`src/design/fixed_page_allocator_defines.svh`:
```
// Assertion macros used by the allocator top level.
`ifndef FIXED_PAGE_ALLOCATOR_DEFINES_SVH
`define FIXED_PAGE_ALLOCATOR_DEFINES_SVH

// Same-cycle implication, checked on every rising clk edge outside reset.
`define FPA_ASSERT_NOW(lbl, ante, cons, msg) \
	lbl: assert property (@(posedge clk) disable iff (!arst_n) (ante) |-> (cons)) \
		else $error(msg);

// Next-cycle implication.
`define FPA_ASSERT_NEXT(lbl, ante, cons, msg) \
	lbl: assert property (@(posedge clk) disable iff (!arst_n) (ante) |=> (cons)) \
		else $error(msg);

`endif

```
`src/design/fpa_pkg.sv`:
```
package fpa_pkg;

	localparam int PAGES_DEF      = 256;
	localparam int PAGE_BYTES_DEF = 256;

	// free-page search looks at this many pages per cycle
	localparam int SCAN_W = 8;
	localparam int SBW    = $clog2(SCAN_W);

	localparam int OP_W    = 2;
	localparam int PNUM_W  = 10;
	localparam int LEN_W   = 10;
	localparam int OFS_W   = 8;
	localparam int BYTE_W  = 8;
	localparam int STAT_W  = 4;
	localparam int APAGE_W = 8;
	localparam int CSIZE_W = 9;

	localparam logic [OP_W-1:0] OP_ALLOC = 2'd0;
	localparam logic [OP_W-1:0] OP_READ  = 2'd1;
	localparam logic [OP_W-1:0] OP_WRITE = 2'd2;
	localparam logic [OP_W-1:0] OP_FREE  = 2'd3;

	localparam logic [STAT_W-1:0] STAT_OK          = 4'd0;
	localparam logic [STAT_W-1:0] STAT_NO_PAGE     = 4'd1;
	localparam logic [STAT_W-1:0] STAT_BAD_LEN     = 4'd2;
	localparam logic [STAT_W-1:0] STAT_RANGE       = 4'd3;
	localparam logic [STAT_W-1:0] STAT_READ_SHORT  = 4'd4;
	localparam logic [STAT_W-1:0] STAT_READ_FREE   = 4'd5;
	localparam logic [STAT_W-1:0] STAT_WRITE_LONG  = 4'd6;
	localparam logic [STAT_W-1:0] STAT_WRITE_FREE  = 4'd7;
	localparam logic [STAT_W-1:0] STAT_OFFSET      = 4'd8;

	typedef enum logic [2:0] {
		S_IDLE,
		S_SCAN,
		S_CLEAR,
		S_CHECK,
		S_RDATA,
		S_FINISH
	} fpa_state_t;

	typedef struct packed {
		logic lookup;
		logic scan;
		logic claim;
		logic drop;
	} pt_ctrl_t;

	typedef struct packed {
		logic used;
		logic full;
		logic found;
	} pt_stat_t;

	typedef struct packed {
		logic rd;
		logic wr;
		logic clr;
	} bs_ctrl_t;

endpackage

```
`src/design/fpa_page_table.sv`:
```
module fpa_page_table #(
	parameter int PAGES      = fpa_pkg::PAGES_DEF,
	parameter int PAGE_BYTES = fpa_pkg::PAGE_BYTES_DEF,
	localparam int PW  = $clog2(PAGES),
	localparam int SZW = $clog2(PAGE_BYTES + 1)
) (
	input  logic              clk,
	input  logic              arst_n,
	input  fpa_pkg::pt_ctrl_t ctrl,
	input  logic [PW-1:0]     page,
	input  logic [SZW-1:0]    claim_len,
	output fpa_pkg::pt_stat_t stat,
	output logic [SZW-1:0]    size_rd,
	output logic [PW-1:0]     found_page
);

	localparam int CW  = $clog2(PAGES + 1);
	localparam int NCH = (PAGES + fpa_pkg::SCAN_W - 1) / fpa_pkg::SCAN_W;
	localparam int CHW = (NCH > 1) ? $clog2(NCH) : 1;
	localparam int UW  = NCH * fpa_pkg::SCAN_W;

	logic [SZW-1:0]           size_mem [PAGES];
	logic [SZW-1:0]           size_rd_q;
	logic                     used_rd_q;
	logic [UW-1:0]            used_q;
	logic [CW-1:0]            cnt_q;
	logic                     busy_q;
	logic                     found_q;
	logic [CHW-1:0]           chunk_q;
	logic [PW-1:0]            found_page_q;

	logic [CHW-1:0]             chunk_idx;
	logic [fpa_pkg::SBW-1:0]    bit_sel;
	logic [fpa_pkg::SCAN_W-1:0] chunk;
	logic                       hit;
	logic [fpa_pkg::SBW-1:0]    hit_bit;

	// one read port on the in-use bitmap: search cursor while scanning, else the page
	always_comb begin
		chunk_idx = busy_q ? chunk_q : CHW'(page >> fpa_pkg::SBW);
		bit_sel   = fpa_pkg::SBW'(page);
		chunk     = used_q[chunk_idx*fpa_pkg::SCAN_W +: fpa_pkg::SCAN_W];
	end

	// lowest free page within the chunk, skipping pad bits past the last page
	always_comb begin
		hit     = 1'b0;
		hit_bit = '0;
		for (int i = fpa_pkg::SCAN_W - 1; i >= 0; i--) begin
			if (!chunk[i] && (int'(chunk_idx) * fpa_pkg::SCAN_W + i < PAGES)) begin
				hit     = 1'b1;
				hit_bit = fpa_pkg::SBW'(i);
			end
		end
	end

	always_ff @(posedge clk or negedge arst_n) begin
		if (!arst_n) begin
			used_q  <= '0;
			cnt_q   <= '0;
			busy_q  <= 1'b0;
			found_q <= 1'b0;
			chunk_q <= '0;
		end else begin
			if (ctrl.scan) begin
				busy_q  <= 1'b1;
				found_q <= 1'b0;
				chunk_q <= '0;
			end else if (busy_q) begin
				if (hit) begin
					busy_q  <= 1'b0;
					found_q <= 1'b1;
				end else begin
					chunk_q <= chunk_q + 1'b1;
				end
			end
			if (ctrl.claim) begin
				used_q[found_page_q] <= 1'b1;
				cnt_q                <= cnt_q + 1'b1;
			end else if (ctrl.drop) begin
				used_q[page] <= 1'b0;
				cnt_q        <= cnt_q - 1'b1;
			end
		end
	end

	always_ff @(posedge clk) begin
		if (busy_q && hit && !ctrl.scan)
			found_page_q <= PW'(int'(chunk_q) * fpa_pkg::SCAN_W + int'(hit_bit));
		if (ctrl.lookup)
			used_rd_q <= chunk[bit_sel];
	end

	always_ff @(posedge clk) begin
		if (ctrl.claim)
			size_mem[found_page_q] <= claim_len;
		if (ctrl.lookup)
			size_rd_q <= size_mem[page];
	end

	assign stat.used  = used_rd_q;
	assign stat.full  = (cnt_q >= CW'(PAGES));
	assign stat.found = found_q;
	assign size_rd    = size_rd_q;
	assign found_page = found_page_q;

endmodule

```
`config.mk`:
```
export PLATFORM = sky130hd
export DESIGN_NAME = fpa_page_table
export DESIGN_NICKNAME = d
export VERILOG_FILES = /design/src/design/fixed_page_allocator_defines.svh /design/src/design/fpa_pkg.sv /design/src/design/fpa_page_table.sv
export SDC_FILE = /design/constraint.sdc
export NUM_CORES = 2
export LEC_CHECK = 0
export BUFFER_PORTS_ARGS = -buffer_cell sky130_fd_sc_hd__buf_2
export CORE_ASPECT_RATIO = 1.4
export CORE_MARGIN = 2
export CORE_UTILIZATION = 33
export CTS_CLUSTER_SIZE = 8
export DETAILED_ROUTE_END_ITERATION = 12
export PLACE_DENSITY = 0.5
export SLEW_MARGIN = 0
export SYNTH_ARGS = -nofsm -noshare
export SYNTH_HDL_FRONTEND = slang
export SYNTH_SLANG_ARGS = --single-unit
```
`constraint.sdc`:
```
create_clock -name clk -period 3.1 [get_ports clk]
set_input_delay 0.31 -clock clk [delete_from_list [all_inputs] [get_ports clk]]
set_output_delay 0.31 -clock clk [all_outputs]
set_load 0.005 [all_outputs]
```
==> flow_summary_export.csv <==
group,metric,value,unit
cells_and_area,fillers,27600,
global_routing,grt_max_degree,136,
cells_and_area,finalCoreUtilization,40.4,%
logic_synthesis,yosysTopAreaCell,"edfxtp_1",
placed_design,dpl_cell_area,114000,um^2
logic_synthesis,ys.flop_type,"edfxtp_1",
critical_path,arrival,4000,ps
critical_path,critical_path_buf_inv_count,5,
die,fp.dieH,663,um
die,core,309000,um^2
run_status,status,"finished, violations left",
logic_synthesis,synth_most_common_cell,"edfxtp_1",
cells_and_area,instances_no_fill,10100,
cts,cts_buffer_depth,4,
die,rows,242,
timing,hold_viol_final,0,
timing,drv_slew,0,
timing,fin_crit_sh,104,%
cts,ctsHtreeMaxLevel,5,
critical_path,critPathMaxStageDelay,470,ps
timing,whs,38.2,ps
route,drt-total-wl,334000,um
global_routing,antenna_found_initial,17,
timing,setup-tns-final,-498,ps
route,highest_layer,"met5",
logic_synthesis,syn_inst,4882,
logic_synthesis,async_flop_share,10.5,%
power,p_leak,41.8,nW
critical_path,worstPathRequired,3880,ps
global_routing,grt_pass1_wl,466000,um
logic_synthesis,synth_area_per_cell,21.0,um^2
job,cap_violations,0,
critical_path,start_kind,"register",
die,die_w,475,um
timing,slew_headroom,22.6,%
logic_synthesis,synth.area.top_cells,"edfxtp_1, mux4_2, dfrtp_1",
die,dieArea,315000,um^2
cts,cts.sinks,2594,
critical_path,crit_type,"register to register",
timing,setup_viol,16,
timing,rsz0062_at_grt,"yes",
global_routing,grt_pass1_vias,57700,
cells_and_area,drive_gt1_share,36.8,%
cts,cts_tree,"done",
route,met3_length,18900,um
cts,cts-root-buf,"clkbuf_16",
placed_design,portBuffers,42,
timing,worst_slew_pin_slew,1160,ps
critical_path,crit_family,"compound AO/OA/AOI/OAI gates",
run_status,violations,"setup timing",
route,wl_met2,169000,um
global_routing,grtUsageTotal,21.1,%
placed_design,place_inst,9615,
route,avgRoutedWirePerCell,33.0,um
critical_path,critPathCaptureType,"register",
timing,final.setup.worst_slack,-124,ps
cells_and_area,layout.nets,5901,
cells_and_area,multiInputGateArea,24900,um^2
power,peakVddDrop,0.455,mV
logic_synthesis,synth_top_area_share,68.1,%
timing,finClkSkew,63.3,ps
route,drc,0,
cells_and_area,fin_area,125000,um^2
timing,min_period,3220,ps
power,power,79.5,mW
critical_path,cp_max_fo,11,
route,drtIter0Drc,5557,
route,met1_length,129000,um
cts,path_clk_slew,60,ps
cells_and_area,area_growth,22.1,%
critical_path,path_cells,"buf_12 -> buf_6 -> buf_8 -> nand2b_4 -> buf_12 -> o22a_1 -> o221ai_2 -> o211ai_1 -> o32ai_4 -> nor2_4 -> nand4_4 -> buf_6 -> or3_4 -> a21oi_2",
logic_synthesis,yosys_warnings,0,
hold_path,min_path_type,"input pin to register",
logic_synthesis,yosysSeqAreaShare,74.8,%
die,start_util,33.1,%
die,io_pins,43,
critical_path,slowest_stage,"o211ai_1",
logic_synthesis,syn_nets,4914,
route,ant_nets,0,
placed_design,place_ws,-824,ps
logic_synthesis,ys_top_cells_by_count,"edfxtp_1, mux4_2, nor2_1, dfrtp_1, a2bb2oi_1",
route,vias,55200,
logic_synthesis,synth_edf_count,2322,
route,first_pass_iters,6,
placed_design,place_hpwl,227000,um
logic_synthesis,synth_cell_types,70,
cts,clk_latency,890,ps
timing,max_clock_freq,0.310,GHz
global_routing,grt-ovfl-total,0,
placed_design,routabilityCongestion,1.00,
cells_and_area,seq_area,76500,um^2
logic_synthesis,yosys_register_bits,2594,
cts,numCtsBuffers,367,
logic_synthesis,syn_area,102000,um^2
power,power_density,636,nW/um^2
route,viasPerCell,5.45,
layout make-up:
type | count | area share (%)
antenna | 3 | 0.00601
multi-input combinational | 1961 | 19.9
clock buffer | 457 | 7.67
inverter | 18 | 0.0601
timing repair buffer | 927 | 6.66
tap | 4148 | 4.15
clock inverter | 23 | 0.313
sequential | 2594 | 61.2
registers in the layout (all words and copies together), names as in the netlist:
register and flops:
size_rd 9, used_rd_q 1, cnt_q 9, found_page 8, chunk_q 5, busy_q 1, used_q 256, found_q 1
size_mem 2304
cell usage in the layout (no fill, tap or decap), types with 9 or more instances in the layout:
| master | netlist | final |
|---|---|---|
| mux2i_1 | 36 | 33 |
| buf_4 | 10 | 764 |
| buf_6 | 10 | 10 |
| nand2b_1 | 21 | 18 |
| nor2b_1 | 28 | 28 |
| buf_12 | 2 | 99 |
| o211ai_1 | 12 | 12 |
| mux4_2 | 746 | 751 |
| buf_8 | 0 | 9 |
| clkbuf_1 | 169 | 87 |
| clkbuf_8 | 0 | 9 |
| o22ai_2 | 1 | 11 |
| mux2_2 | 15 | 10 |
| clkbuf_16 | 0 | 371 |
| nand3_1 | 36 | 34 |
| dfrtp_1 | 272 | 270 |
| o22ai_1 | 35 | 22 |
| nor2_1 | 400 | 371 |
| a22oi_1 | 65 | 55 |
| a22oi_2 | 0 | 10 |
| a21oi_2 | 0 | 9 |
| edfxtp_1 | 2322 | 2322 |
| buf_2 | 104 | 29 |
| inv_1 | 18 | 17 |
| a2bb2oi_1 | 215 | 215 |
| nor2_2 | 1 | 27 |
| a21oi_1 | 71 | 62 |
| nand2_1 | 71 | 69 |
| nand4_1 | 18 | 18 |
| o21ai_0 | 47 | 39 |
worst reg2reg max path, cell delays in order, from the launching register on:
cell and delay [ps]:
dfrtp_2 390, buf_12 120, buf_6 130, buf_8 140, nand2b_4 130, buf_12 160
o22a_1 260, o221ai_2 150, o211ai_1 470, o32ai_4 190, nor2_4 180, nand4_4 150
buf_6 170, or3_4 380, a21oi_2 140
worst paths after layout:
check / start / endpoint / slack [ps] / depth (start not counted)
setup / recovery: busy_q$_DFF_PN0_ / chunk_q[0]$_DFFE_PN0P_ / -120 / 14
hold / removal: claim_len[8] / size_mem[54][8]$_DFFE_PP_ / 40 / 1
setup reg to reg: busy_q$_DFF_PN0_ / chunk_q[0]$_DFFE_PN0P_ / -120 / 14
hold reg to reg: cnt_q[8]$_DFFE_PN0P_ / cnt_q[8]$_DFFE_PN0P_ / 470 / 1
max in group asynchronous: arst_n / cnt_q[7]$_DFFE_PN0P_ / 1880 / 3
min in group asynchronous: arst_n / used_q[182]$_DFFE_PN0P_ / 80 / 3
routing by layer:
layer / vias to the layer above / global-route usage, %
met5: - / 0
met4: 2 / 9.97
met3: 650 / 3.35
met2: 2123 / 35.8
met1: 30100 / 26.3
li1: 22300 / -
report_power, final:
group          internal, mW  switching (mW)
sequential             38.4           0.214
clock                  21.5            14.4
combinational          2.16            2.87
cells by family (layout without fill, tap and decap cells):
group,after synthesis,in the layout,share of synthesized area (%)
DFF,2594,2594,74.8
buffers and inverters,327,1425,1.47
and+or+nand+nor,621,621,2.62
AOI/OAI and AO/OA,516,516,3.78
xor gates and xnor gates,7,7,0.0599
other,0,3,0
adders and majority gates,9,9,0.117
muxes,808,808,17.2
timing repair:
item	CTS	global route
gates cloned	2	1
buffers inserted	9	21
hold buffers	6	0
endpoints found under the setup margin	19	40
hold endpoints to repair	318	0
resized for setup	67	65
pin swaps	26	30
(Power assumes the default switching activity.)
